`src/assert_macros.svh`:
```
// Assertion macros used by the top level of the sorted set block.
`ifndef ASSERT_MACROS_SVH
`define ASSERT_MACROS_SVH

// Checks a property on every rising clock edge outside reset.
`define ASSERT_CLK(label, prop, msg) \
   label: assert property (@(posedge clock) disable iff (reset) (prop)) else $error(msg);

// Checks that a condition implies a consequence in the same cycle, outside reset.
`define ASSERT_IMPLY(label, ante, cons, msg) \
   label: assert property (@(posedge clock) disable iff (reset) (ante) |-> (cons)) \
      else $error(msg);

`endif

```
`src/ssis_pkg.sv`:
```
// Package with the types, codes and constants of the sorted set block.
`timescale 1ns / 1ps

package ssis_pkg;

   localparam int CAPACITY_DEF = 32;
   localparam int VALUE_W      = 32;
   localparam int CMD_W        = 1;
   localparam int STATUS_W     = 2;
   localparam int POS_W        = 6;

   localparam logic [CMD_W-1:0] CMD_SEARCH = 1'b0;
   localparam logic [CMD_W-1:0] CMD_INSERT = 1'b1;

   localparam logic [STATUS_W-1:0] STATUS_HIT  = 2'd0;
   localparam logic [STATUS_W-1:0] STATUS_MISS = 2'd1;
   localparam logic [STATUS_W-1:0] STATUS_FULL = 2'd2;

   typedef enum logic [1:0] {
      ST_IDLE,
      ST_SCAN,
      ST_SHIFT,
      ST_WRITE
   } state_type;

   typedef struct packed {
      logic less;
      logic equal;
   } cmp_result_type;

endpackage

```
`src/ssis_if.sv`:
```
// Valid/ready channel interfaces for the request and response sides.
`timescale 1ns / 1ps

interface ssis_req_if;
   logic                                valid;
   logic                                ready;
   logic [ssis_pkg::CMD_W-1:0]          cmd;
   logic signed [ssis_pkg::VALUE_W-1:0] value;

   modport source (output valid, output cmd, output value, input ready);
   modport sink (input valid, input cmd, input value, output ready);
endinterface

interface ssis_rsp_if;
   logic                          valid;
   logic                          ready;
   logic [ssis_pkg::STATUS_W-1:0] status;
   logic [ssis_pkg::POS_W-1:0]    position;
   logic [ssis_pkg::POS_W-1:0]    entry_count;

   modport source (output valid, output status, output position, output entry_count,
                   input ready);
   modport sink (input valid, input status, input position, input entry_count,
                 output ready);
endinterface

```
`src/ssis_cmp.sv`:
```
// Shared signed comparator used for every table entry visited by the scan.
`timescale 1ns / 1ps

module ssis_cmp (
   input  logic signed [ssis_pkg::VALUE_W-1:0] entry,
   input  logic signed [ssis_pkg::VALUE_W-1:0] key,
   output ssis_pkg::cmp_result_type             result
);

   always_comb begin
      result.less  = (entry < key);
      result.equal = (entry == key);
   end

endmodule

```
`src/sorted_set_insert_search.sv`:
```
// Top level of the sorted set: a table walked by one comparator, with search and insert.
//
// The block keeps up to CAPACITY distinct signed values in ascending order in a table with
// one write port and one registered read port. After a request transfer the sequencer scans
// entries from 0 with one comparator, one entry per cycle, until it reaches the first entry
// that is not smaller than the key or the end of the stored values. A search, a duplicate
// insert or an insert into a full table finishes there and reports its stop position as pos.
// An insert of a new key then moves the entries from pos up by one, one entry per cycle,
// reading one entry and writing the one read before, and writes the key. The response
// waits in an output register; a new request is taken once the block is idle and that
// register is empty. The table needs no clearing after reset.
`timescale 1ns / 1ps
`include "assert_macros.svh"

module sorted_set_insert_search #(
   parameter int CAPACITY = ssis_pkg::CAPACITY_DEF
) (
   input  logic       clock,
   input  logic       reset,
   ssis_req_if.sink   req_chan,
   ssis_rsp_if.source rsp_chan
);

   localparam int IDX_W = $clog2(CAPACITY);
   localparam int CNT_W = $clog2(CAPACITY + 1);

   ssis_pkg::state_type state_ff, state_in;

   logic signed [ssis_pkg::VALUE_W-1:0] key_ff, key_in;
   logic [ssis_pkg::CMD_W-1:0]          cmd_ff, cmd_in;
   logic [CNT_W-1:0]                    pos_ff, pos_in;
   logic [CNT_W-1:0]                    sh_ff, sh_in;
   logic [CNT_W-1:0]                    count_ff, count_in;

   logic [ssis_pkg::STATUS_W-1:0] rsp_status_ff, rsp_status_in;
   logic [CNT_W-1:0]              rsp_pos_ff, rsp_pos_in;
   logic [CNT_W-1:0]              rsp_count_ff, rsp_count_in;
   logic                          rsp_valid_ff, rsp_valid_in;

   logic signed [ssis_pkg::VALUE_W-1:0] table_mem [CAPACITY];
   logic signed [ssis_pkg::VALUE_W-1:0] rd_data_ff;
   logic [IDX_W-1:0]                    rd_addr;
   logic                                wr_en;
   logic [IDX_W-1:0]                    wr_addr;
   logic signed [ssis_pkg::VALUE_W-1:0] wr_data;

   ssis_pkg::cmp_result_type cmp_res;

   logic             req_xfer;
   logic             scan_end;
   logic             present;
   logic             full;
   logic             scan_stop;
   logic             do_insert;
   logic             shift_last;
   logic [CNT_W-1:0] pos_next;
   logic [CNT_W-1:0] count_dec;
   logic [CNT_W-1:0] sh_dec;
   logic [CNT_W-1:0] sh_dec2;

   ssis_cmp u_cmp (
      .entry  (rd_data_ff),
      .key    (key_ff),
      .result (cmp_res)
   );

   assign req_xfer   = req_chan.valid & req_chan.ready;
   assign scan_end   = (pos_ff == count_ff);
   assign present    = !scan_end && cmp_res.equal;
   assign full       = (count_ff == CNT_W'(CAPACITY));
   assign scan_stop  = scan_end || !cmp_res.less;
   assign do_insert  = (cmd_ff == ssis_pkg::CMD_INSERT) && !present && !full;
   assign pos_next   = pos_ff + CNT_W'(1);
   assign count_dec  = count_ff - CNT_W'(1);
   assign sh_dec     = sh_ff - CNT_W'(1);
   assign sh_dec2    = sh_ff - CNT_W'(2);
   assign shift_last = (sh_dec == pos_ff);

   // Next state.
   always_comb begin
      state_in = state_ff;
      case (state_ff)
         ssis_pkg::ST_IDLE: begin
            if (req_xfer) begin
               state_in = ssis_pkg::ST_SCAN;
            end
         end
         ssis_pkg::ST_SCAN: begin
            if (scan_stop) begin
               if (!do_insert) begin
                  state_in = ssis_pkg::ST_IDLE;
               end else if (scan_end) begin
                  state_in = ssis_pkg::ST_WRITE;
               end else begin
                  state_in = ssis_pkg::ST_SHIFT;
               end
            end
         end
         ssis_pkg::ST_SHIFT: begin
            if (shift_last) begin
               state_in = ssis_pkg::ST_WRITE;
            end
         end
         ssis_pkg::ST_WRITE: begin
            state_in = ssis_pkg::ST_IDLE;
         end
         default: begin
            state_in = ssis_pkg::ST_IDLE;
         end
      endcase
   end

   // Datapath, table port and response register control.
   always_comb begin
      key_in        = key_ff;
      cmd_in        = cmd_ff;
      pos_in        = pos_ff;
      sh_in         = sh_ff;
      count_in      = count_ff;
      rsp_status_in = rsp_status_ff;
      rsp_pos_in    = rsp_pos_ff;
      rsp_count_in  = rsp_count_ff;
      rsp_valid_in  = rsp_valid_ff & ~rsp_chan.ready;
      rd_addr       = IDX_W'(pos_next);
      wr_en         = 1'b0;
      wr_addr       = IDX_W'(sh_ff);
      wr_data       = rd_data_ff;
      case (state_ff)
         ssis_pkg::ST_IDLE: begin
            if (req_xfer) begin
               key_in  = req_chan.value;
               cmd_in  = req_chan.cmd;
               pos_in  = '0;
               rd_addr = '0;
            end
         end
         ssis_pkg::ST_SCAN: begin
            if (!scan_stop) begin
               pos_in  = pos_next;
               rd_addr = IDX_W'(pos_next);
            end else if (do_insert) begin
               // Start the move at the top: read the last entry, write it one place up.
               sh_in   = count_ff;
               rd_addr = IDX_W'(count_dec);
            end else begin
               rsp_valid_in = 1'b1;
               rsp_pos_in   = pos_ff;
               rsp_count_in = count_ff;
               if (cmd_ff == ssis_pkg::CMD_SEARCH) begin
                  rsp_status_in = present ? ssis_pkg::STATUS_HIT : ssis_pkg::STATUS_MISS;
               end else if (present) begin
                  rsp_status_in = ssis_pkg::STATUS_MISS;
               end else begin
                  rsp_status_in = ssis_pkg::STATUS_FULL;
               end
            end
         end
         ssis_pkg::ST_SHIFT: begin
            wr_en   = 1'b1;
            wr_addr = IDX_W'(sh_ff);
            wr_data = rd_data_ff;
            sh_in   = sh_dec;
            rd_addr = IDX_W'(sh_dec2);
         end
         ssis_pkg::ST_WRITE: begin
            wr_en         = 1'b1;
            wr_addr       = IDX_W'(pos_ff);
            wr_data       = key_ff;
            count_in      = count_ff + CNT_W'(1);
            rsp_valid_in  = 1'b1;
            rsp_status_in = ssis_pkg::STATUS_HIT;
            rsp_pos_in    = pos_ff;
            rsp_count_in  = count_ff + CNT_W'(1);
         end
         default: begin
            rd_addr = '0;
         end
      endcase
   end

   always_ff @(posedge clock) begin
      if (reset) begin
         state_ff     <= ssis_pkg::ST_IDLE;
         count_ff     <= '0;
         rsp_valid_ff <= 1'b0;
      end else begin
         state_ff     <= state_in;
         count_ff     <= count_in;
         rsp_valid_ff <= rsp_valid_in;
      end
   end

   always_ff @(posedge clock) begin
      key_ff        <= key_in;
      cmd_ff        <= cmd_in;
      pos_ff        <= pos_in;
      sh_ff         <= sh_in;
      rsp_status_ff <= rsp_status_in;
      rsp_pos_ff    <= rsp_pos_in;
      rsp_count_ff  <= rsp_count_in;
   end

   // Table with one write port and one registered read port.
   always_ff @(posedge clock) begin
      if (wr_en) begin
         table_mem[wr_addr] <= wr_data;
      end
      rd_data_ff <= table_mem[rd_addr];
   end

   assign req_chan.ready       = (state_ff == ssis_pkg::ST_IDLE) && !rsp_valid_ff;
   assign rsp_chan.valid       = rsp_valid_ff;
   assign rsp_chan.status      = rsp_status_ff;
   assign rsp_chan.position    = ssis_pkg::POS_W'(rsp_pos_ff);
   assign rsp_chan.entry_count = ssis_pkg::POS_W'(rsp_count_ff);

   `ASSERT_CLK(a_count_bound, count_ff <= CNT_W'(CAPACITY), "entry count exceeds capacity")
   `ASSERT_IMPLY(a_shift_above_pos, state_ff == ssis_pkg::ST_SHIFT,
                 sh_ff > pos_ff && sh_ff <= count_ff, "shift index outside the moved range")
   `ASSERT_IMPLY(a_rsp_from_busy, $rose(rsp_valid_ff),
                 $past(state_ff) == ssis_pkg::ST_SCAN || $past(state_ff) == ssis_pkg::ST_WRITE,
                 "response raised outside scan or write")
   `ASSERT_IMPLY(a_insert_grows, $past(state_ff) == ssis_pkg::ST_WRITE,
                 count_ff == $past(count_ff) + CNT_W'(1), "insert did not grow the count")

endmodule
```
`src/flat_wrapper.sv`:
```
// flat-port wrapper written by rule: the top's interface ports become plain ports
module sorted_set_insert_search_flat 
#(
   parameter int CAPACITY = ssis_pkg::CAPACITY_DEF
)
  (clock, reset, req_chan_valid, req_chan_cmd, req_chan_value, req_chan_ready, rsp_chan_valid, rsp_chan_status, rsp_chan_position, rsp_chan_entry_count, rsp_chan_ready);
  ssis_req_if req_chan_i ();
  ssis_rsp_if rsp_chan_i ();
  input  logic clock;
  input  logic reset;
  input wire logic [$bits(req_chan_i.valid)-1:0] req_chan_valid;
  input wire logic [$bits(req_chan_i.cmd)-1:0] req_chan_cmd;
  input wire logic [$bits(req_chan_i.value)-1:0] req_chan_value;
  output wire logic [$bits(req_chan_i.ready)-1:0] req_chan_ready;
  output wire logic [$bits(rsp_chan_i.valid)-1:0] rsp_chan_valid;
  output wire logic [$bits(rsp_chan_i.status)-1:0] rsp_chan_status;
  output wire logic [$bits(rsp_chan_i.position)-1:0] rsp_chan_position;
  output wire logic [$bits(rsp_chan_i.entry_count)-1:0] rsp_chan_entry_count;
  input wire logic [$bits(rsp_chan_i.ready)-1:0] rsp_chan_ready;
  assign req_chan_i.valid = req_chan_valid;
  assign req_chan_i.cmd = req_chan_cmd;
  assign req_chan_i.value = req_chan_value;
  assign req_chan_ready = req_chan_i.ready;
  assign rsp_chan_valid = rsp_chan_i.valid;
  assign rsp_chan_status = rsp_chan_i.status;
  assign rsp_chan_position = rsp_chan_i.position;
  assign rsp_chan_entry_count = rsp_chan_i.entry_count;
  assign rsp_chan_i.ready = rsp_chan_ready;
  sorted_set_insert_search #(.CAPACITY(CAPACITY)) u_core (.clock(clock), .reset(reset), .req_chan(req_chan_i), .rsp_chan(rsp_chan_i));
endmodule
```
`config.mk`:
```
export PLATFORM = sky130hd
export DESIGN_NAME = sorted_set_insert_search_flat
export DESIGN_NICKNAME = d
export VERILOG_FILES = /design/src/ssis_pkg.sv /design/src/ssis_if.sv /design/src/ssis_cmp.sv /design/src/sorted_set_insert_search.sv /design/src/flat_wrapper.sv
export VERILOG_INCLUDE_DIRS = /design/src /design/src/src
export SDC_FILE = /design/constraint.sdc
export NUM_CORES = 1
export LEC_CHECK = 0
export BUFFER_PORTS_ARGS = -buffer_cell sky130_fd_sc_hd__buf_2
export CAP_MARGIN = 20
export CELL_PAD_IN_SITES_DETAIL_PLACEMENT = 0
export CELL_PAD_IN_SITES_GLOBAL_PLACEMENT = 1
export CORE_UTILIZATION = 25
export CTS_BUF_LIST = sky130_fd_sc_hd__clkbuf_4
export DETAILED_ROUTE_END_ITERATION = 6
export PLACE_DENSITY_LB_ADDON = 0.12
export SYNTH_ARGS = -nofsm -noshare
export SYNTH_HDL_FRONTEND = slang
export SYNTH_SLANG_ARGS = --single-unit
```
`constraint.sdc`:
```
create_clock -name clock -period 5.4 [get_ports clock]
set_clock_uncertainty 0.2 [all_clocks]
set_input_delay 0.27 -clock clock [delete_from_list [all_inputs] [get_ports clock]]
set_output_delay 0.27 -clock clock [all_outputs]
set_load 0.005 [all_outputs]
```
==> results of run 1 <==
[cell type report]
type	instances	area [um^2]	share of cell area [%]
Antenna cell	6	15.0	0.0276
Clock buffer	485	3640	6.70
Clock inverter	88	375	0.691
Inverter	38	143	0.263
Multi-Input combinational cell	1154	10400	19.1
Sequential cell	1124	33300	61.4
Tap cell	2325	2910	5.36
Timing Repair Buffer	341	3490	6.42
[sequential cells by signal (all words and copies together) (netlist names), named ones only]
register / cells
u_core.table_mem: 1024
u_core.count_ff: 6
u_core.key_ff: 32
u_core.rd_data_ff: 32
u_core.sh_ff: 6
u_core.rsp_chan.valid: 1
u_core.cmd_ff: 1
u_core.rsp_chan.entry_count: 6
u_core.rsp_chan.status: 2
u_core.state_ff: 1
u_core.pos_ff: 6
u_core.rsp_chan.position: 6
[cell usage after synthesis (all sizes together) (6+ instances only)]
library cell	n
nand2	143
nor2b	14
nor3	12
o22ai	31
buf	60
dfxtp	41
a22oi	31
ha	40
mux2i	129
a32oi	62
a21oi	52
inv	38
nor2	56
a211oi	95
and2	6
o21ai	173
nand3	12
clkbuf	95
o2111ai	31
or4	33
mux4	126
xnor2	14
edfxtp	1083
xor2	16
nand4	13
[layer usage]
metal / track usage [%] / vias up / share of wire, %
li1: - / 11386 / -
met2: 27.7 / 730 / 48
met4: 5.51 / 0 / 2.1
met5: 0 / - / 0
met1: 22.7 / 13693 / 45
met3: 3.15 / 240 / 4.3
[metrics by stage]
step                      utilization [%]  instances  total power (W)  hold WS [ps]
final                                31.1       5561           0.0334           220
after global routing                 31.1       5560           0.0353          84.4
after CTS                            31.0       5542           0.0339          11.9
after detailed placement             28.2       4872           0.0259           248
after global placement               28.1       4865           0.0256           249
after floorplan                         -       2471           0.0193           142
[placed cells by master, fill, tap and decap left out, types with 13 or more instances in the layout]
| cell | n |
|---|---|
| or4_1 | 33 |
| nor2b_1 | 14 |
| edfxtp_1 | 1083 |
| o2111ai_1 | 31 |
| inv_1 | 38 |
| clkinv_1 | 66 |
| a32oi_1 | 62 |
| o21ai_0 | 134 |
| nor2_1 | 17 |
| mux2i_1 | 128 |
| ha_1 | 40 |
| dfxtp_1 | 41 |
| a22oi_1 | 31 |
| o22ai_1 | 31 |
| buf_12 | 49 |
| nand2_1 | 141 |
| nor2_4 | 38 |
| a211oi_1 | 93 |
| dlygate4sd3_1 | 97 |
| mux4_2 | 126 |
| xnor2_1 | 14 |
| a21oi_1 | 52 |
| buf_8 | 13 |
| xor2_1 | 16 |
| buf_4 | 124 |
| o21ai_2 | 26 |
| clkbuf_4 | 485 |
| buf_2 | 52 |
[worst paths after layout]
kind	start	endpoint	slack [ps]	cells past startpoint
worst min register to register	u_core.pos_ff[5]	u_core.rsp_chan.position[5]	460	0
worst min-delay path	req_chan_value[21]	u_core.key_ff[21]	220	3
worst max-delay path	u_core.key_ff[15]	u_core.rd_data_ff[21]	290	19
worst max register to register	u_core.key_ff[15]	u_core.rd_data_ff[21]	290	19
[worst max-delay path: stages (launching register included)]
cell and delay, ps:
edfxtp_1 310, inv_1 60, ha_1 420, nand4_1 140, buf_4 180, nor4_1 270, buf_4 220, nand2_1 60
or4_1 510, ha_1 220, o41ai_1 90, a21boi_1 220, nor2b_1 170, a21oi_1 110, o211ai_4 220, buf_12 300
buf_4 360, mux4_2 370, a22oi_1 300, a32oi_1 170
[cells by family after synthesis]
logic type	after synthesis	share of synthesized area (%)
compound gates	522	7.96
buf+inv	193	1.95
flops	1124	75.7
simple gates	305	3.29
xor+xnor	30	0.596
mux	257	9.42
fa+ha+maj	40	1.14
[repair_timing]
action / in CTS / in global routing
endpoints found under the setup margin: 0 / 1
endpoints found under the hold margin: 103 / 0
hold buffers: 97 / 0
buffers inserted: 0 / 0
resized for setup: 0 / 1
[power by group]
| group | switching [W] | internal [W] | total (W) | leakage [nW] |
|---|---|---|---|---|
| Clock | 0.00364 | 0.00414 | 0.00779 | 2.43 |
| Sequential | 0.000213 | 0.0112 | 0.0114 | 10.1 |
| Combinational | 0.00888 | 0.00535 | 0.0142 | 5.16 |
==> flow_summary.toml, run 1 <==
[final_layout]
areaGrowthSynthToFinish_pct = 23.2
fillCellCount = 17119
nNetsFinal = 3070
layout-drive-gt1-share_pct = 29.9
finalInstanceArea_mm2 = 0.0543

[timing]
period_needed_ps = 5110
fmax_mhz = 196
final_hold_viol_count = 0
finish_stage_setup_viols = 0
timing.setup.tns_ps = 0
relSlewSlack_pct = 32.2
worst_slew_pin_slew_ps = 1020
drv_slew = 0
period_share_pct = 94.6
rsz0062_at_grt = "false"
fin_ws_ps = 292

[placed_design]
place_congestion = 0.763
placed_area_mm2 = 0.0491
place.detailed.hpwl_um = 88200
placement.io_buffers = 52
detailedPlace.worstSlack_ps = 179

[drt]
drc = 0
drtIter0Drc = 1789
avgViaCountPerCell = 4.68
totalWireLength_um = 152000
route.antenna.remaining_nets = 0
via_count = 26049
detail_route.first_pass.iterations = 5
wl_per_cell_um = 27.3

[floorplanning]
floorplan.rows = 153
die_h_um = 422
floorplan.core_area_mm2 = 0.174
floorplan.die.width_um = 422
die-area_mm2 = 0.178
boundaryPins = 53
initial_utilization_pct = 25.3

[synth]
yosys.area.top_type_share_pct = 73.8
post_synth_inst_count = 2471
synth_enable_flop_cells = 1083
ys_ff_latch = 1124
yosys-top-cells-area = "edfxtp_1 (74%), mux4_2 (6.4%), mux2i_1 (2.9%)"
syn_area_mm2 = 0.0441
ys_async_sr_fraction_pct = 0
area_leader_netlist = "edfxtp_1"
yosysUniqueCellTypes = 66
synth.net_count = 2548
ys.flop_type = "edfxtp_1"
portion_of_the_post_synthesis_area_used_by_sequential_elements_pct = 75.7
synth_warnings = 0
average_cell_area_after_synthesis_um2 = 17.8

[critical_path]
worstSetupPathType = "flop to flop"
endpoint_kind = "flop"
worst-path-max-fanout = 29
data_arrival_time_of_the_critical_path_ps = 5920
start_kind = "flop"
worstPathRequired_ps = 6210

[cts]
tritoncts_buffers = 334
cts_buffer_depth = 4
library_cell_used_as_clock_root_buffer = "clkbuf_4"
clk_pin_slew_worst_paths_ps = 60
cts_tree = "done"
h-tree-depth = 5
cts_sinks = 1124
clock_network_latency_to_the_later_pin_of_the_worst_skew_pair_ps = 1250

[power]
power_leakage_nw = 17.7
vdd.ir_drop.worst_v = 0.000548
cellPowerDensity_mw_per_mm2 = 615

[global_route]
grt.total_usage_pct = 17.0
grt_remaining_overflow = 0
grt_start_max_net_pins = 44
initial_antenna_violation_count = 5
first_global_vias = 27631
grt_first_pass_wirelength_um = 212000

[outcome]
outcome = "completed"

[job]
drv_cap = 0

[worst_hold_path]
worstHoldPathType = "primary input to flop"
Note: power is estimated with default switching activity, not from simulation.
==> run 2: changes to the inputs <==
--- a/config.mk
+++ b/config.mk
@@ -11,8 +11,9 @@
 export CELL_PAD_IN_SITES_DETAIL_PLACEMENT = 0
 export CELL_PAD_IN_SITES_GLOBAL_PLACEMENT = 1
 export CORE_UTILIZATION = 25
-export CTS_BUF_LIST = sky130_fd_sc_hd__clkbuf_4
+export CTS_BUF_LIST = sky130_fd_sc_hd__clkbuf_4 sky130_fd_sc_hd__clkbuf_8 sky130_fd_sc_hd__clkbuf_16
 export DETAILED_ROUTE_END_ITERATION = 6
+export HOLD_SLACK_MARGIN = 0.15
 export PLACE_DENSITY_LB_ADDON = 0.12
 export SYNTH_ARGS = -nofsm -noshare
 export SYNTH_HDL_FRONTEND = slang
==> run 2 against run 1 <==
Worst setup slack improved by 7.2 ps. Sequential share of layout area fell by 0.21 points. Power rose by 3.9%. Worst hold slack improved by 220 ps. Clock-buffer cell count fell by 306. Largest power group unchanged.
==> flow_summary.toml, run 2 (synthesis results as in run 1) <==
[timing]
worst_slew_pin_slew_ps = 1020
period_needed_ps = 5100
fmax_mhz = 196
hold_ws_ps = 445
finish_stage_setup_viols = 0
timing.setup.tns_ps = 0
final_hold_viol_count = 0
rsz0062_at_grt = "false"
drv_slew = 0
relSlewSlack_pct = 32.2
period_share_pct = 94.5

[global_route]
initial_antenna_violation_count = 5
grt_remaining_overflow = 0
grt_start_max_net_pins = 44
first_global_vias = 25887
grt.total_usage_pct = 16.8
grt_first_pass_wirelength_um = 209000

[final_layout]
largest_reg_flops = 1024
commonest_cells_after_routing_fill_and_taps_aside = "edfxtp_1 (1,083), nand2_1 (141), clkbuf_16 (135)"
finalInstanceArea_mm2 = 0.0545
final-instance-count-excl-fill = 5204
areaGrowthSynthToFinish_pct = 23.6
final_core_util_pct = 31.2
final_common_cell = "edfxtp_1"
top_register = "u_core.table_mem"
layout-drive-gt1-share_pct = 23.9
nNetsFinal = 2845
biggestRegsByFlops = "u_core.table_mem x1024, u_core.key_ff x32, u_core.rd_data_ff x32"

[job]
drv_cap = 0

[placed_design]
place.detailed.hpwl_um = 88200
placed_area_mm2 = 0.0491
place_congestion = 0.763
dp_cells = 4872
placement.io_buffers = 52

[cts]
clk_pin_slew_worst_paths_ps = 60
cts_setup_buffers = 0
cts_sinks = 1124
tritoncts_buffers = 134
cts_buffer_depth = 3
library_cell_used_as_clock_root_buffer = "clkbuf_16"
clock_network_latency_to_the_later_pin_of_the_worst_skew_pair_ps = 790
h-tree-depth = 4
cts_tree = "done"

[power]
vdd.ir_drop.worst_v = 0.000554
cellPowerDensity_mw_per_mm2 = 637
power_leakage_nw = 17.4

[floorplanning]
die_h_um = 422
boundaryPins = 53
initial_utilization_pct = 25.3
floorplan.core_area_mm2 = 0.174
die-area_mm2 = 0.178
floorplan.rows = 153
floorplan.die.width_um = 422

[critical_path]
worstPathRequired_ps = 5830
worstSetupPathType = "flop to flop"
worst_setup_path_startpoint = "u_core.key_ff[15]"
worst_r2r_startpoint = "u_core.key_ff[15]"
start_kind = "flop"
worst-path-max-fanout = 15
endpoint_kind = "flop"
data_arrival_time_of_the_critical_path_ps = 5530
worstRegToRegCells = 18

[drt]
via_count = 24578
totalWireLength_um = 149000
route.antenna.remaining_nets = 0
drc = 0
drtIter0Drc = 2065
avgViaCountPerCell = 4.72
detail_route.first_pass.iterations = 5
wl_per_cell_um = 28.7

[worst_hold_path]
hold_path_depth = 0
hold_path_startpoint = "u_core.pos_ff[5]"
worstHoldPathType = "flop to flop"

[outcome]
outcome = "completed"
## run 2: changes by cell type in the layout (fill, tap and decap cells not counted)
cell           before  now
inv_16              0    3
inv_2               8    0
diode_2             6    2
clkinv_1           66   18
clkinv_16           0    1
clkinv_2           12   23
bufinv_16           1   10
inv_6               0    5
clkinv_8            0    5
clkbuf_4          485   36
clkbuf_16           0  135
dlygate4sd3_1      97   72
clkbuf_8            0    8
## run 2: layout make-up
cell class                      instances  area, um^2
Fill cell                           16884      120000
Timing Repair Buffer                  316        3240
Tap cell                             2325        2910
Sequential cell                      1124       33300
Multi-Input combinational cell       1154       10400
Clock inverter                         66         706
Antenna cell                            2        5.00
Clock buffer                          179        3760
Inverter                               38         143
## run 2: repair_timing
action / CTS / global route
hold endpoints to repair: 64 / 0
endpoints found under the setup margin: 0 / 1
hold buffers: 72 / 0
resized for setup: 0 / 1
## run 2: metrics by stage
step	worst slack (ps)	total power, W
after floorplan	1260	0.0193
after global placement	159	0.0256
after detailed placement	179	0.0259
after CTS	153	0.0351
after global routing	27.2	0.0364
final	299	0.0347
## run 2: report_power, final
| group | internal [W] | switching [W] |
|---|---|---|
| registers | 0.0112 | 0.000211 |
| clock network | 0.00541 | 0.00368 |
| logic | 0.00534 | 0.00889 |
## run 2: final timing paths
kind	to	slack, ps
hold / removal	u_core.rsp_chan.position[5]	440
setup / recovery	u_core.rd_data_ff[14]	300
hold reg to reg	u_core.rsp_chan.position[5]	440
setup reg to reg	u_core.rd_data_ff[14]	300
## run 2: critical path, cell delays in order (launching register included)
cell and delay [ps]:
edfxtp_1 320, inv_1 60, ha_1 420, nand4_1 140
buf_4 180, nor4_1 270, buf_4 210, nand2_1 60
or4_1 510, ha_1 220, o41a_1 140, o211ai_2 220
mux2i_1 450, o221ai_4 350, nor2_4 210, buf_12 200
buf_4 240, a21oi_1 100, a32oi_1 410
## run 2: layer usage
layer  part of all wire, %  GRT usage, %  up-vias
li1                      -             -    10707
met1                    46          23.0    13180
met2                    48          27.7      523
met3                   3.6          2.43      168
met4                   2.0          4.27        0
met5                     0             0        -
==> run 3: changes to the inputs <==
--- a/config.mk
+++ b/config.mk
@@ -11,7 +11,6 @@
 export CELL_PAD_IN_SITES_DETAIL_PLACEMENT = 0
 export CELL_PAD_IN_SITES_GLOBAL_PLACEMENT = 1
 export CORE_UTILIZATION = 25
-export CTS_BUF_LIST = sky130_fd_sc_hd__clkbuf_4 sky130_fd_sc_hd__clkbuf_8 sky130_fd_sc_hd__clkbuf_16
 export DETAILED_ROUTE_END_ITERATION = 6
 export HOLD_SLACK_MARGIN = 0.15
 export PLACE_DENSITY_LB_ADDON = 0.12
==> run 3 against run 2 <==
Die area is the same. Flip-flop and latch count is the same. Final cell count barely moved. Sequential share of layout area is 0.15 points higher. Wire length hardly changed. Clock power is 2% lower. Critical path depth unchanged. Fmax down 0.11%. Combinational power barely moved. Critical path type unchanged. Critical endpoint unchanged.
==> flow_summary.toml, run 3 (synthesis results as in run 1) <==
[timing]
drv_slew = 0
final_hold_viol_count = 0
relSlewSlack_pct = 32.6
fmax_mhz = 196
rsz0062_at_grt = "false"
finish_stage_setup_viols = 0
worst_slew_pin_slew_ps = 1010
timing.setup.tns_ps = 0
period_needed_ps = 5110
period_share_pct = 94.6
hold_ws_ps = 440

[drt]
detail_route.first_pass.iterations = 5
wl_per_cell_um = 28.7
avgViaCountPerCell = 4.74
drc = 0
drtIter0Drc = 1935
via_count = 24652
route.antenna.remaining_nets = 0
totalWireLength_um = 149000

[critical_path]
worst_setup_path_startpoint = "u_core.key_ff[15]"
worst-path-max-fanout = 15
endpoint_kind = "flop"
worstPathRequired_ps = 5820
cp_top_family = "compound AO/OA/AOI/OAI gates"
worst_r2r_startpoint = "u_core.key_ff[15]"
worstSetupPathType = "flop to flop"
cp_num_buf_inv = 5
crit_path_frequent_cell = "buf_4"
slowest_stage = "or4_1"
start_kind = "flop"
crit_path_max_incr_delay_ps = 510
crit_chain = "inv_1 -> ha_1 -> nand4_1 -> buf_4 -> nor4_1 -> buf_4 -> nand2_1 -> or4_1 -> ha_1 -> o41a_1 -> o211ai_2 -> mux2i_1 -> o221ai_4 -> nor2_4 -> buf_12 -> buf_4 -> a21oi_1 -> a32oi_1"
data_arrival_time_of_the_critical_path_ps = 5530

[placed_design]
placed_area_mm2 = 0.0491
place_congestion = 0.763
place.detailed.hpwl_um = 88200
placement.io_buffers = 52

[power]
vdd.ir_drop.worst_v = 0.000552
power_leakage_nw = 17.3
cellPowerDensity_mw_per_mm2 = 635

[global_route]
grt_first_pass_wirelength_um = 209000
grt.total_usage_pct = 16.8
first_global_vias = 25885
grt_start_max_net_pins = 44
initial_antenna_violation_count = 5
grt_remaining_overflow = 0

[final_layout]
final_common_cell = "edfxtp_1"
top_register = "u_core.table_mem"
fillCellCount = 16920
largest_reg_flops = 1024
areaGrowthSynthToFinish_pct = 23.3
storage_element_area_mm2 = 0.0333
finalInstanceArea_mm2 = 0.0544
biggestRegsByFlops = "u_core.table_mem x1024, u_core.key_ff x32, u_core.rd_data_ff x32"
multi_input_comb_area_mm2 = 0.0104
nNetsFinal = 2845
layout-drive-gt1-share_pct = 22.6
commonest_cells_after_routing_fill_and_taps_aside = "edfxtp_1 (1,083), nand2_1 (141), clkbuf_16 (135)"

[floorplanning]
boundaryPins = 53
initial_utilization_pct = 25.3
floorplan.rows = 153
floorplan.core_area_mm2 = 0.174
die-area_mm2 = 0.178
floorplan.die.width_um = 422
die_h_um = 422

[cts]
cts_buffer_depth = 3
library_cell_used_as_clock_root_buffer = "clkbuf_16"
cts_setup_buffers = 0
h-tree-depth = 4
clk_pin_slew_worst_paths_ps = 60
tritoncts_buffers = 134
cts_tree = "done"
clock_network_latency_to_the_later_pin_of_the_worst_skew_pair_ps = 780
cts_sinks = 1124

[outcome]
outcome = "completed"

[job]
drv_cap = 0

[worst_hold_path]
worstHoldPathType = "flop to flop"
hold_path_startpoint = "u_core.pos_ff[5]"
-- run 3: report_power, final --
part           total [W]  leakage [nW]  internal (W)  switching (W)
clock network    0.00890          2.12       0.00523        0.00367
registers         0.0114          10.1        0.0112       0.000212
logic             0.0142          5.06       0.00534        0.00888
total             0.0345          17.3        0.0217         0.0128
-- run 3: repair_timing --
action,in CTS,in global routing
hold buffers,72,0
hold endpoints to repair,64,0
setup endpoints to repair,0,1
resized for setup,0,1
-- run 3: through the flow --
stage	total power (W)	util, %	instances	worst slack, ps
3_3_place_gp	0.0256	28.1	4865	159
5_1_grt	0.0362	31.2	5202	27.2
3_5_place_dp	0.0259	28.2	4872	179
6_report	0.0345	31.2	5203	293
2_1_floorplan	0.0193	-	2471	1260
4_1_cts	0.0349	31.1	5189	153
-- run 3: final cells by class --
class | count | area share (%)
Sequential cell | 1124 | 61.3
Multi-Input combinational cell | 1154 | 19.1
Clock buffer | 179 | 6.67
Timing Repair Buffer | 316 | 5.95
Tap cell | 2325 | 5.35
Clock inverter | 66 | 1.30
Inverter | 38 | 0.262
Antenna cell | 1 | 0.00460
-- run 3: final timing paths --
path                                      end  cells past startpoint  slack (ps)
hold reg to reg   u_core.rsp_chan.position[5]                      0         440
setup / recovery        u_core.rd_data_ff[14]                     18         290
setup reg to reg        u_core.rd_data_ff[14]                     18         290
hold / removal    u_core.rsp_chan.position[5]                      0         440
-- run 3: worst reg2reg max path, cell delays in order (launching register included) --
cell and delay, ps:
edfxtp_1 320, inv_1 60, ha_1 420, nand4_1 140, buf_4 180, nor4_1 270
buf_4 220, nand2_1 70, or4_1 510, ha_1 220, o41a_1 140, o211ai_2 220
mux2i_1 450, o221ai_4 350, nor2_4 220, buf_12 200, buf_4 270, a21oi_1 110
a32oi_1 410
-- run 3: routing by layer --
layer | track usage [%] | routed length (um) | up-vias
met5 | 0 | 0 | -
met4 | 4.27 | 2900 | 0
met3 | 2.43 | 5810 | 168
met2 | 27.7 | 71800 | 595
met1 | 23.0 | 68700 | 13181
li1 | - | - | 10708
